<file path="src/hdl/dmarx_pkg.sv">
// Shared types, codes and sizes for the receive DMA channel.
// No dependencies; every other file in hdl/ imports this package.
package dmarx_pkg;

    localparam int QUEUE_SLOTS = 2;
    localparam int SIZE_BITS   = 20;

    localparam int QCNT_W = $clog2(QUEUE_SLOTS + 1);
    localparam int QIDX_W = (QUEUE_SLOTS > 1) ? $clog2(QUEUE_SLOTS) : 1;
    localparam int REM_W  = SIZE_BITS + 1;

    // Request types.
    localparam logic [1:0] REQ_READ  = 2'd0;
    localparam logic [1:0] REQ_WRITE = 2'd1;
    localparam logic [1:0] REQ_PUSH  = 2'd2;

    // Register indexes.
    localparam logic [1:0] REG_START = 2'd0;
    localparam logic [1:0] REG_SIZE  = 2'd1;
    localparam logic [1:0] REG_CFG   = 2'd2;

    // Status codes.
    localparam logic [1:0] ST_OK      = 2'd0;
    localparam logic [1:0] ST_INVALID = 2'd1;
    localparam logic [1:0] ST_IGNORED = 2'd2;

    // Config register bit positions.
    localparam int CFG_CONT_BIT  = 0;
    localparam int CFG_DSIZE_LO  = 1;
    localparam int CFG_EN_BIT    = 4;
    localparam int CFG_PEND_BIT  = 5;
    localparam int CFG_CLR_BIT   = 6;

    localparam logic [2:0] WORD_BYTES = 3'd4;

    typedef struct packed {
        logic [1:0]  req_type;
        logic [1:0]  reg_index;
        logic [31:0] write_value;
        logic [31:0] push_bytes;
        logic [2:0]  push_count;
    } req_t;

    typedef struct packed {
        logic [31:0]               start_addr;
        logic [SIZE_BITS-1:0]      size;
        logic                      continuous;
        logic [1:0]                dsize_code;
        logic [QCNT_W-1:0]         queued;
        logic                      active;
        logic [31:0]               xfer_addr;
        logic signed [REM_W-1:0]   remaining;
        logic [31:0]               packing_word;
        logic [2:0]                packing_index;
    } state_t;

    typedef struct packed {
        logic [QUEUE_SLOTS-1:0][31:0]          addr;
        logic [QUEUE_SLOTS-1:0][SIZE_BITS-1:0] size;
    } slots_t;

    typedef struct packed {
        logic [1:0]  status;
        logic [31:0] read_value;
        logic        mem_write_valid;
        logic [31:0] mem_write_addr;
        logic [31:0] mem_write_word;
        logic        transfer_end;
    } result_t;

endpackage

</file>
<file path="src/hdl/dmarx_step.sv">
// Next-state and result logic for one request of the receive DMA channel.
// Depends on dmarx_pkg.
module dmarx_step (
    input  dmarx_pkg::req_t    req,
    input  dmarx_pkg::state_t  cur_state,
    input  dmarx_pkg::slots_t  cur_slots,
    output dmarx_pkg::state_t  state_next,
    output dmarx_pkg::slots_t  slots_next,
    output dmarx_pkg::result_t result
);
    import dmarx_pkg::*;

    logic [QCNT_W:0]          busy;
    logic                     do_promote;
    logic [3:0]               idx_sum;
    logic [4:0]               byte_shift;
    logic [3:0]               byte_en;
    logic [31:0]              bit_mask;
    logic [31:0]              mask_sh;
    logic [31:0]              data_sh;
    logic [31:0]              word_new;
    logic signed [REM_W-1:0]  idx_ext;
    logic signed [REM_W-1:0]  rem_dec;

    assign busy       = {1'b0, cur_state.queued} + {{QCNT_W{1'b0}}, cur_state.active};
    assign idx_sum    = {1'b0, cur_state.packing_index} + {1'b0, req.push_count};
    assign byte_shift = {cur_state.packing_index[1:0], 3'b000};
    assign idx_ext    = $signed({{(REM_W-3){1'b0}}, idx_sum[2:0]});
    assign rem_dec    = cur_state.remaining - REM_W'(signed'(4));

    always_comb
    begin
        case (req.push_count)
            3'd1:    byte_en = 4'b0001;
            3'd2:    byte_en = 4'b0011;
            3'd3:    byte_en = 4'b0111;
            3'd4:    byte_en = 4'b1111;
            default: byte_en = 4'b0000;
        endcase
        for (int b = 0; b < 4; b++)
        begin
            bit_mask[8*b +: 8] = {8{byte_en[b]}};
        end
    end

    assign mask_sh  = bit_mask << byte_shift;
    assign data_sh  = req.push_bytes << byte_shift;
    assign word_new = (cur_state.packing_word & ~mask_sh) | (data_sh & mask_sh);

    always_comb
    begin
        state_next = cur_state;
        slots_next = cur_slots;
        result     = '0;
        do_promote = 1'b0;

        case (req.req_type)
            REQ_READ:
            begin
                case (req.reg_index)
                    REG_START: result.read_value = cur_state.start_addr;
                    REG_SIZE:  result.read_value = 32'(cur_state.size);
                    REG_CFG:
                    begin
                        result.read_value[CFG_CONT_BIT]             = cur_state.continuous;
                        result.read_value[CFG_DSIZE_LO +: 2]        = cur_state.dsize_code;
                        result.read_value[CFG_EN_BIT]               = (busy != '0);
                        result.read_value[CFG_PEND_BIT]             =
                            (busy >= (QCNT_W+1)'(QUEUE_SLOTS));
                    end
                    default:   result.status = ST_INVALID;
                endcase
            end
            REQ_WRITE:
            begin
                case (req.reg_index)
                    REG_START: state_next.start_addr = req.write_value;
                    REG_SIZE:  state_next.size = req.write_value[SIZE_BITS-1:0];
                    REG_CFG:
                    begin
                        state_next.continuous = req.write_value[CFG_CONT_BIT];
                        state_next.dsize_code = req.write_value[CFG_DSIZE_LO +: 2];
                        if (req.write_value[CFG_CLR_BIT])
                        begin
                            result.status = ST_INVALID;
                        end
                        else if (req.write_value[CFG_EN_BIT])
                        begin
                            if ((busy >= (QCNT_W+1)'(QUEUE_SLOTS)) ||
                                (cur_state.queued >= QCNT_W'(QUEUE_SLOTS)))
                            begin
                                result.status = ST_IGNORED;
                            end
                            else
                            begin
                                slots_next.addr[cur_state.queued[QIDX_W-1:0]] =
                                    cur_state.start_addr;
                                slots_next.size[cur_state.queued[QIDX_W-1:0]] =
                                    cur_state.size;
                                state_next.queued = cur_state.queued + 1'b1;
                                do_promote = 1'b1;
                            end
                        end
                    end
                    default:   result.status = ST_INVALID;
                endcase
            end
            REQ_PUSH:
            begin
                if (!cur_state.active || (req.push_count == 3'd0) ||
                    (idx_sum > 4'(WORD_BYTES)))
                begin
                    result.status = ST_IGNORED;
                end
                else
                begin
                    state_next.packing_word  = word_new;
                    state_next.packing_index = idx_sum[2:0];
                    if ((idx_sum[2:0] >= WORD_BYTES) || (idx_ext >= cur_state.remaining))
                    begin
                        state_next.packing_index = 3'd0;
                        result.mem_write_valid   = 1'b1;
                        result.mem_write_addr    = {cur_state.xfer_addr[31:2], 2'b00};
                        result.mem_write_word    = word_new;
                        state_next.xfer_addr     = cur_state.xfer_addr + 32'd4;
                        state_next.remaining     = rem_dec;
                        if (rem_dec <= 0)
                        begin
                            result.transfer_end  = 1'b1;
                            state_next.active    = 1'b0;
                            state_next.remaining = '0;
                            do_promote           = 1'b1;
                        end
                    end
                end
            end
            default:
            begin
                result.status = ST_INVALID;
            end
        endcase

        // A pending transfer becomes current as soon as the channel is free.
        if (do_promote && !state_next.active && (state_next.queued != '0))
        begin
            state_next.xfer_addr = slots_next.addr[0];
            state_next.remaining = $signed({1'b0, slots_next.size[0]});
            state_next.active    = 1'b1;
            state_next.queued    = state_next.queued - 1'b1;
            for (int k = 0; k + 1 < QUEUE_SLOTS; k++)
            begin
                slots_next.addr[k] = slots_next.addr[k+1];
                slots_next.size[k] = slots_next.size[k+1];
            end
        end
    end

endmodule

</file>
<file path="src/hdl/dma_rx_channel_with_transfer_queue_core.sv">
// Top level of the receive DMA channel: beat registers, channel state, result register.
// Depends on dmarx_pkg and dmarx_step.

// One receive DMA channel. Each input beat is a register read, a register
// write or a push of one to four peripheral bytes, and each produces exactly
// one result beat carrying a status, read data and, for pushes, an optional
// memory write of a packed little-endian word plus an end-of-transfer flag.
// Writing the config register with the enable bit set queues a transfer from
// the start address and size registers; it starts at once when the channel is
// idle. The block takes one beat per clock cycle unless its input stalls: a
// beat is captured in an input register, the step logic updates the channel
// state from it, and the result is written to an output register when the
// beat moves on. A stalled output holds the result register, and the input
// stalls only when the input register holds a beat while the result register
// is full and its output is stalled.
module dma_rx_channel_with_transfer_queue_core (
    input  logic        clk,
    input  logic        rst_n,

    input  logic        in_valid,
    output logic        in_stall,
    input  logic [1:0]  req_type,
    input  logic [1:0]  reg_index,
    input  logic [31:0] write_value,
    input  logic [31:0] push_bytes,
    input  logic [2:0]  push_count,

    output logic        out_valid,
    input  logic        out_stall,
    output logic [1:0]  status,
    output logic [31:0] read_value,
    output logic        mem_write_valid,
    output logic [31:0] mem_write_addr,
    output logic [31:0] mem_write_word,
    output logic        transfer_end
);
    import dmarx_pkg::*;

    req_t    req_reg;
    logic    req_valid_reg;
    state_t  state_reg;
    state_t  state_next;
    slots_t  slots_reg;
    slots_t  slots_next;
    result_t res_reg;
    result_t res_next;
    logic    res_valid_reg;

    logic    in_take;
    logic    advance;

    // The held beat moves on whenever the result register is empty or draining.
    assign advance  = req_valid_reg && (!res_valid_reg || !out_stall);
    assign in_stall = req_valid_reg && !advance;
    assign in_take  = in_valid && !in_stall;

    dmarx_step u_step (
        .req        (req_reg),
        .cur_state  (state_reg),
        .cur_slots  (slots_reg),
        .state_next (state_next),
        .slots_next (slots_next),
        .result     (res_next)
    );

    always_ff @(posedge clk or negedge rst_n)
    begin
        if (!rst_n)
        begin
            req_valid_reg <= 1'b0;
            res_valid_reg <= 1'b0;
            state_reg     <= '0;
        end
        else
        begin
            if (in_take)
            begin
                req_valid_reg <= 1'b1;
            end
            else if (advance)
            begin
                req_valid_reg <= 1'b0;
            end

            if (advance)
            begin
                res_valid_reg <= 1'b1;
                state_reg     <= state_next;
            end
            else if (!out_stall)
            begin
                res_valid_reg <= 1'b0;
            end
        end
    end

    // Payload registers; the queue slots are only read after being written.
    always_ff @(posedge clk)
    begin
        if (in_take)
        begin
            req_reg.req_type    <= req_type;
            req_reg.reg_index   <= reg_index;
            req_reg.write_value <= write_value;
            req_reg.push_bytes  <= push_bytes;
            req_reg.push_count  <= push_count;
        end
        if (advance)
        begin
            slots_reg <= slots_next;
            res_reg   <= res_next;
        end
    end

    assign out_valid       = res_valid_reg;
    assign status          = res_reg.status;
    assign read_value      = res_reg.read_value;
    assign mem_write_valid = res_reg.mem_write_valid;
    assign mem_write_addr  = res_reg.mem_write_addr;
    assign mem_write_word  = res_reg.mem_write_word;
    assign transfer_end    = res_reg.transfer_end;

endmodule

</file>
<file path="config.mk">
export PLATFORM = sky130hd
export DESIGN_NAME = dma_rx_channel_with_transfer_queue_core
export DESIGN_NICKNAME = d
export VERILOG_FILES = /design/src/hdl/dmarx_pkg.sv /design/src/hdl/dmarx_step.sv /design/src/hdl/dma_rx_channel_with_transfer_queue_core.sv
export SDC_FILE = /design/constraint.sdc
export NUM_CORES = 1
export LEC_CHECK = 0
export BUFFER_PORTS_ARGS = -buffer_cell sky130_fd_sc_hd__clkbuf_2
export CAP_MARGIN = 30
export CORE_MARGIN = 3
export CORE_UTILIZATION = 54
export CTS_CLUSTER_DIAMETER = 50
export CTS_CLUSTER_SIZE = 40
export DETAILED_ROUTE_END_ITERATION = 6
export HOLD_SLACK_MARGIN = 0.02
export PLACE_DENSITY = 0.82
export SLEW_MARGIN = 0
export SYNTH_ARGS = -nofsm -noshare
export SYNTH_HDL_FRONTEND = slang
export SYNTH_SLANG_ARGS = --single-unit
</file>
<file path="constraint.sdc">
create_clock -name clk -period 7.8 [get_ports clk]
set_input_delay 1.56 -clock clk [delete_from_list [all_inputs] [get_ports clk]]
set_output_delay 1.56 -clock clk [all_outputs]
set_load 0.01 [all_outputs]
</file>
# Word-level counts from Yosys, hierarchy flattened
# Index checks and enable logic that the tools add are counted.
[op_classes]
addsub = 6
shifts = 2
n_reduce_logical = 34
eq_ne = 10
muxes = 50
n_lt_le_gt_ge = 8
n_bitwise = 7
[ops]
columns = ["cell", "count"]
rows = [
  ["two-way mux 104 bit", 5],
  ["two-way mux 89 bit", 2],
  ["two-way mux 66 bit", 1],
  ["bitwise AND 32 bit", 2],
  ["bitwise mux 64 bit", 1],
  ["two-way mux 32 bit", 2],
  ["left shift 32 x 5 -> 32 bit", 2],
  ["two-way mux 56 bit", 1],
  ["two-way mux 54 bit", 1],
  ["one-hot mux 26 bit (2 select lines)", 1],
  ["bitwise mux 40 bit", 1],
  ["two-way mux 20 bit", 2],
  ["adder 32 x 3 -> 32 bit, second input constant", 1],
  ["demux 32 bit (select 1 bit)", 1],
  ["NOT 32 bit", 1],
  ["bitwise OR 32 bit", 1],
  [">= comparator 4 x 21 -> 1 bit", 1],
  ["less-or-equal comparator 21 x 1 -> 1 bit, second input constant", 1],
  ["two-way mux 21 bit", 1],
  ["subtractor 21 x 4 -> 21 bit, second input constant", 1],
  ["demux 20 bit (select 1 bit)", 1],
  ["two-way mux 2 bit", 9],
  ["one-hot mux 4 bit (4 select lines)", 1],
  ["two-way mux 1 bit", 13],
  ["34 further kinds", 64],
]
[totals]
elab_cells = 145
out_inout_bits = 102
input_bits = 75
register_bits = 423

# Depth between registers and ports, before layout
[depth]
word_depth = 13
depth_mapped = 17

# Cells and area by module
# From an unflattened synthesis, not the netlist that was laid out.
[unflattened]
hier_cells = 1543
hier_area_um2 = 21480.6
[by_module_without_submodules]
columns = ["mod", "n_inst", "cells_each", "area_per_inst_um2", "seq_area_each_um2"]
rows = [
  ["dma_rx_channel_with_transfer_queue_core", 1, 591, 14436.3, 11961.5],
  ["dmarx_step", 1, 952, 7044.3, 0.0],
]

# Worst setup path after synthesis
# Ideal clock, no wire load.
[synth_timing]
kind = "input-to-reg"
startpoint = "input out_stall"
endpoint = "register state_reg[91] (netlist name)"
path_slack_ps = -1061
setup_time_ps = 128
arrival_ps = 8733
required_time_ps = 7672
cell_stages = 6
cell_sequence = "nand2_1 nand2_1 inv_1 buf_1 nand3_1 mux2_2"
[synth_via]
elab_chain_len = 4
[synth_lines]
columns = ["item", "line", "rtl"]
rows = [
  ["from (decl)", "dma_rx_channel_with_transfer_queue_core.sv:29", "input logic out_stall,"],
  ["zero test 1 bit", "-", ""],
  ["logical OR 1 bit", "dma_rx_channel_with_transfer_queue_core.sv:53", "assign advance = req_valid_reg && (!res_valid_reg || !out_stall);"],
  ["logical AND 1 bit", "dma_rx_channel_with_transfer_queue_core.sv:53", ""],
  ["via advance", "dma_rx_channel_with_transfer_queue_core.sv:50", "logic advance;"],
  ["AND reduction 3 bit (no line)", "-", ""],
  ["to (signal assigned)", "dma_rx_channel_with_transfer_queue_core.sv:88", "state_reg <= state_next;"],
  ["to (decl)", "dma_rx_channel_with_transfer_queue_core.sv:41", "state_t state_reg;"],
]
# The timed path passes the listed nets, and every way through them passes these cells.
# A chain may end at the register's enable or synchronous reset.

# Worst setup path after layout
[layout_timing]
startpoint = "register state_reg[89] (netlist name)"
endpoint = "register state_reg[49] (netlist name)"
[layout_via]
elab_chain_len = 12
[layout_lines]
columns = ["item", "line", "rtl"]
rows = [
  ["adder 2 x 1 -> 3 bit", "dmarx_step.sv:25", "assign busy = {1'b0, cur_state.queued} + {{QCNT_W{1'b0}}, cur_state.active};"],
  [">= comparator 3 x 2 -> 1 bit", "dmarx_step.sv:89", "if ((busy >= (QCNT_W+1)'(QUEUE_SLOTS)) ||"],
  ["logical OR 1 bit", "dmarx_step.sv:89", ""],
  ["two-way mux 1 bit or two-way mux 2 bit (tied branches)", "dmarx_step.sv:89", ""],
  ["two-way mux 1 bit or two-way mux 2 bit (tied branches)", "dmarx_step.sv:87", "else if (req.write_value[CFG_EN_BIT])"],
  ["two-way mux 1 bit or two-way mux 2 bit (tied branches)", "dmarx_step.sv:83", "if (req.write_value[CFG_CLR_BIT])"],
  ["two-way mux 1 bit or two-way mux 2 bit (tied branches)", "dmarx_step.sv:76", "case (req.reg_index)"],
  ["one-hot mux 1 bit (2 select lines) or two-way mux 2 bit (tied branches)", "dmarx_step.sv:57", "case (req.req_type)"],
  ["logical AND 1 bit or nonzero test 2 bit (tied branches)", "dmarx_step.sv:144", "if (do_promote && !state_next.active && (state_next.queued != '0))"],
  ["logical AND 1 bit", "dmarx_step.sv:144", ""],
  ["inequality test 2 bit (no line) or nonzero test 2 bit (tied branches)", "-", ""],
  ["AND reduction 4 bit (no line)", "-", ""],
]
# Several ways; a longest one is shown, not always the timed one.

==> results.yml <==
clocking:
  ctsResizeCount: 0
  ctsHoldBuffers: 0
  cts_buffers: 37
  cts_tree: "yes"
  clock_latency_ps: 540
  htree_levels: 2
  clock-sinks: 415
  clkTransAtPathRegs_ps: 70
  cts-root-buf: "clkbuf_16"
  cts_setup_buffers: 0
  ctsLongestPathBuffers: 3
placement:
  port_buffers: 174
  dp_hpwl_um: 29650
  post-place-ws_ps: 3280
  gp_congestion: 0.9190
setup_path:
  endpoint: "state_reg[49]"
  cpMaxStageDelayCell: "a21oi_2"
  required_ps: 8160
  crit_family: "simple AND/OR/NAND/NOR gates"
  worstPathMaxFanout: 19
  crit_arrival_ps: 5010
  cp-start-kind: "flop"
  reg2reg_depth: 14
  slowest_delay_ps: 790
  r2r_slack_ps: 3150
  crit_path_cell_trace: "ha_1, inv_1, ha_1, or3b_2, or4_1, nor2_1, nor2_1, ha_1, nor2b_1, nand2_1, a21oi_2, o21ai_0, a22oi_1, o21ai_0"
  crit_type: "flop to flop"
  r2r_start: "state_reg[89]"
  worst_r2r_endpoint: "state_reg[49]"
  cp_common_cell: "ha_1"
  crit_start: "state_reg[89]"
  end_kind: "flop"
  path_buf_inv: 1
  worst-path-stages: 14
yosys:
  async_flop_share: 0.3518
  synth_top_area_share: 0.4280
  synth.area.top_cells: "edfxtp_1 43%, dfrtp_1 19%, mux2_2 7.7%, nor2_1 3.8%, mux2i_1 3.6%"
  synth_area_leader_cell: "edfxtp_1"
  synth-edff-count: 269
  synth_cell_type_count: 86
  yosys_register_bits: 415
  ys_dominant_reg_cell: "edfxtp_1"
  synth.avg_cell_area_um2: 12.47
  yosysWarningCount: 0
  synthesis.instances: 1514
  synth_area_um2: 18870
  ys_seq_area_frac: 0.6215
routing:
  firstDrtPassIters: 7
  drt_iter0_drc: 1212
  drc: 0
  ant_nets: 0
  vias_per_cell: 6.004
  wl_um: 44510
  avgRoutedWirePerCell_um: 20.82
  vias: 12840
sta:
  worst_slack_ps: 3148
  setup_violations: 0
  fmax_ghz: 0.2150
  fin_crit_sh: 0.5964
  final.setup.tns_ps: 0
  rsz0062_at_grt: "no"
  post-route-min-period_ps: 4652
  worst_pin_slew_ps: 984.5
  slew_violations: 0
  fin_skew_ps: 25.37
  relSlewSlack: 0.3393
  finalHoldViolations: 0
global_route:
  grt_pass1_wl_um: 69920
  grt.total_usage: 0.2393
  grt_pass1_vias: 12720
  grt_max_degree: 125
  grt_overflow: 0
  antenna_found_initial: 0
finish:
  areaGrowthSynthToFinish_pct: 13.11
  layout_common_cells: "269 x edfxtp_1, 189 x nor2_1, 173 x clkbuf_2"
  drive_above_1_share: 0.2533
  final_nets: 1756
  final_common_cell: "edfxtp_1"
  antenna_cells: 0
  largest_register_ffs: 144
floorplanning:
  io_pins: 177
  core_area_um2: 33950
  start_util: 0.5559
  die_h_um: 193.0
  die_w_um: 193.0
  rows: 67
  dieArea_um2: 37230
power:
  max-vdd-ir-drop_mv: 0.2064
  pwr_density_cell_nw_per_um2: 280.7
  p_leak_nw: 8.349
min_path:
  hold_path.class: "flop to flop"
  hold_depth: 1
run_status:
  status: "finished, final reports clean"
flow_run:
  max-cap-violations: 0
==> worst register-to-register path, cell delays in order (launching register included) <==
cell and delay (ps):
dfrtp_1 470, ha_1 240, inv_1 60, ha_1 140
or3b_2 460, or4_1 540, nor2_1 130, nor2_1 60
ha_1 190, nor2b_1 560, nand2_1 230, a21oi_2 790
o21ai_0 210, a22oi_1 240, o21ai_0 130
==> metal layers <==
layer | track usage | vias to the layer above | wire, um
met4 | 0.07622 | 0 | 1364
met3 | 0.03164 | 101 | 2532
met1 | 0.3440 | 6392 | 19210
met2 | 0.3842 | 418 | 21410
li1 | - | 5926 | -
met5 | 0 | - | 0
==> per-stage QoR <==
step	util	hold WS (ps)	power, mW	std cells	area (um^2)
floorplan	-	449.2	3.794	1515	18890
global placement	0.5906	459.6	4.102	2066	20050
detailed placement	0.5918	466.7	4.172	2069	20090
CTS	0.6278	478.6	6.005	2136	21310
global route	0.6288	492.8	6.281	2138	21350
finish	0.6288	474.2	5.992	2138	21350
==> cell type report <==
type                    count  area [um^2]
fillers                  2620        12600
flip-flops and latches    415        11730
multi-input cells         992         6660
repair buffers            199         1105
clock buffers              42        954.7
well taps                 448        560.5
clock inverters            25        266.5
inverters                  17        71.32
==> report_power, final <==
part	switching [mW]	leakage [nW]	internal, mW	total (mW)
sequential	0.278	4.48	2.70	2.98
combinational	0.693	3.27	0.479	1.17
clock	0.855	0.591	0.986	1.84
==> cells by family (layout without fill, tap and decap cells) <==
group           Yosys count  in the layout  synth area share
mux                     196            196            0.1125
compound gates          270            270           0.09168
fa+ha+maj                19             19           0.01299
xor+xnor                  9              9          0.004176
buf+inv                 108            283           0.02658
simple gates            496            496            0.1303
flops                   415            415            0.6215
other cells               1              2         0.0001987
==> synthesized netlist by cell type (4+ instances only) <==
library cell	n
o22ai_1	5
and3_1	18
edfxtp_1	269
a22oi_1	5
nand2_1	76
xnor2_1	4
a211o_1	6
nor3_1	31
mux2_2	129
a21oi_1	90
a21o_1	6
buf_1	7
buf_4	8
inv_1	16
buf_2	23
and2_1	36
clkbuf_1	48
a211oi_1	16
nor4_1	20
nand4_1	14
or2_2	6
xor2_1	5
nor2_1	190
o21ai_0	59
nor2b_1	18
nand2b_1	9
a22o_1	18
o21ai_1	7
ha_1	18
nand3_1	33
buf_6	5
dfrtp_1	146
or3_1	11
o211ai_1	13
o2bb2ai_1	4
mux2i_1	67
a221o_1	6
==> worst min-delay path by stage <==
stage | from | endpoint | slack, ps
floorplan | state_reg[27] | state_reg[27] | 450
global placement | req_reg[62] | state_reg[141] | 460
detailed placement | req_reg[64] | state_reg[143] | 470
CTS | req_reg[63] | state_reg[142] | 480
global route | req_reg[61] | state_reg[140] | 490
finish | req_reg[63] | state_reg[142] | 470
Power figures use the tool's default switching activity.
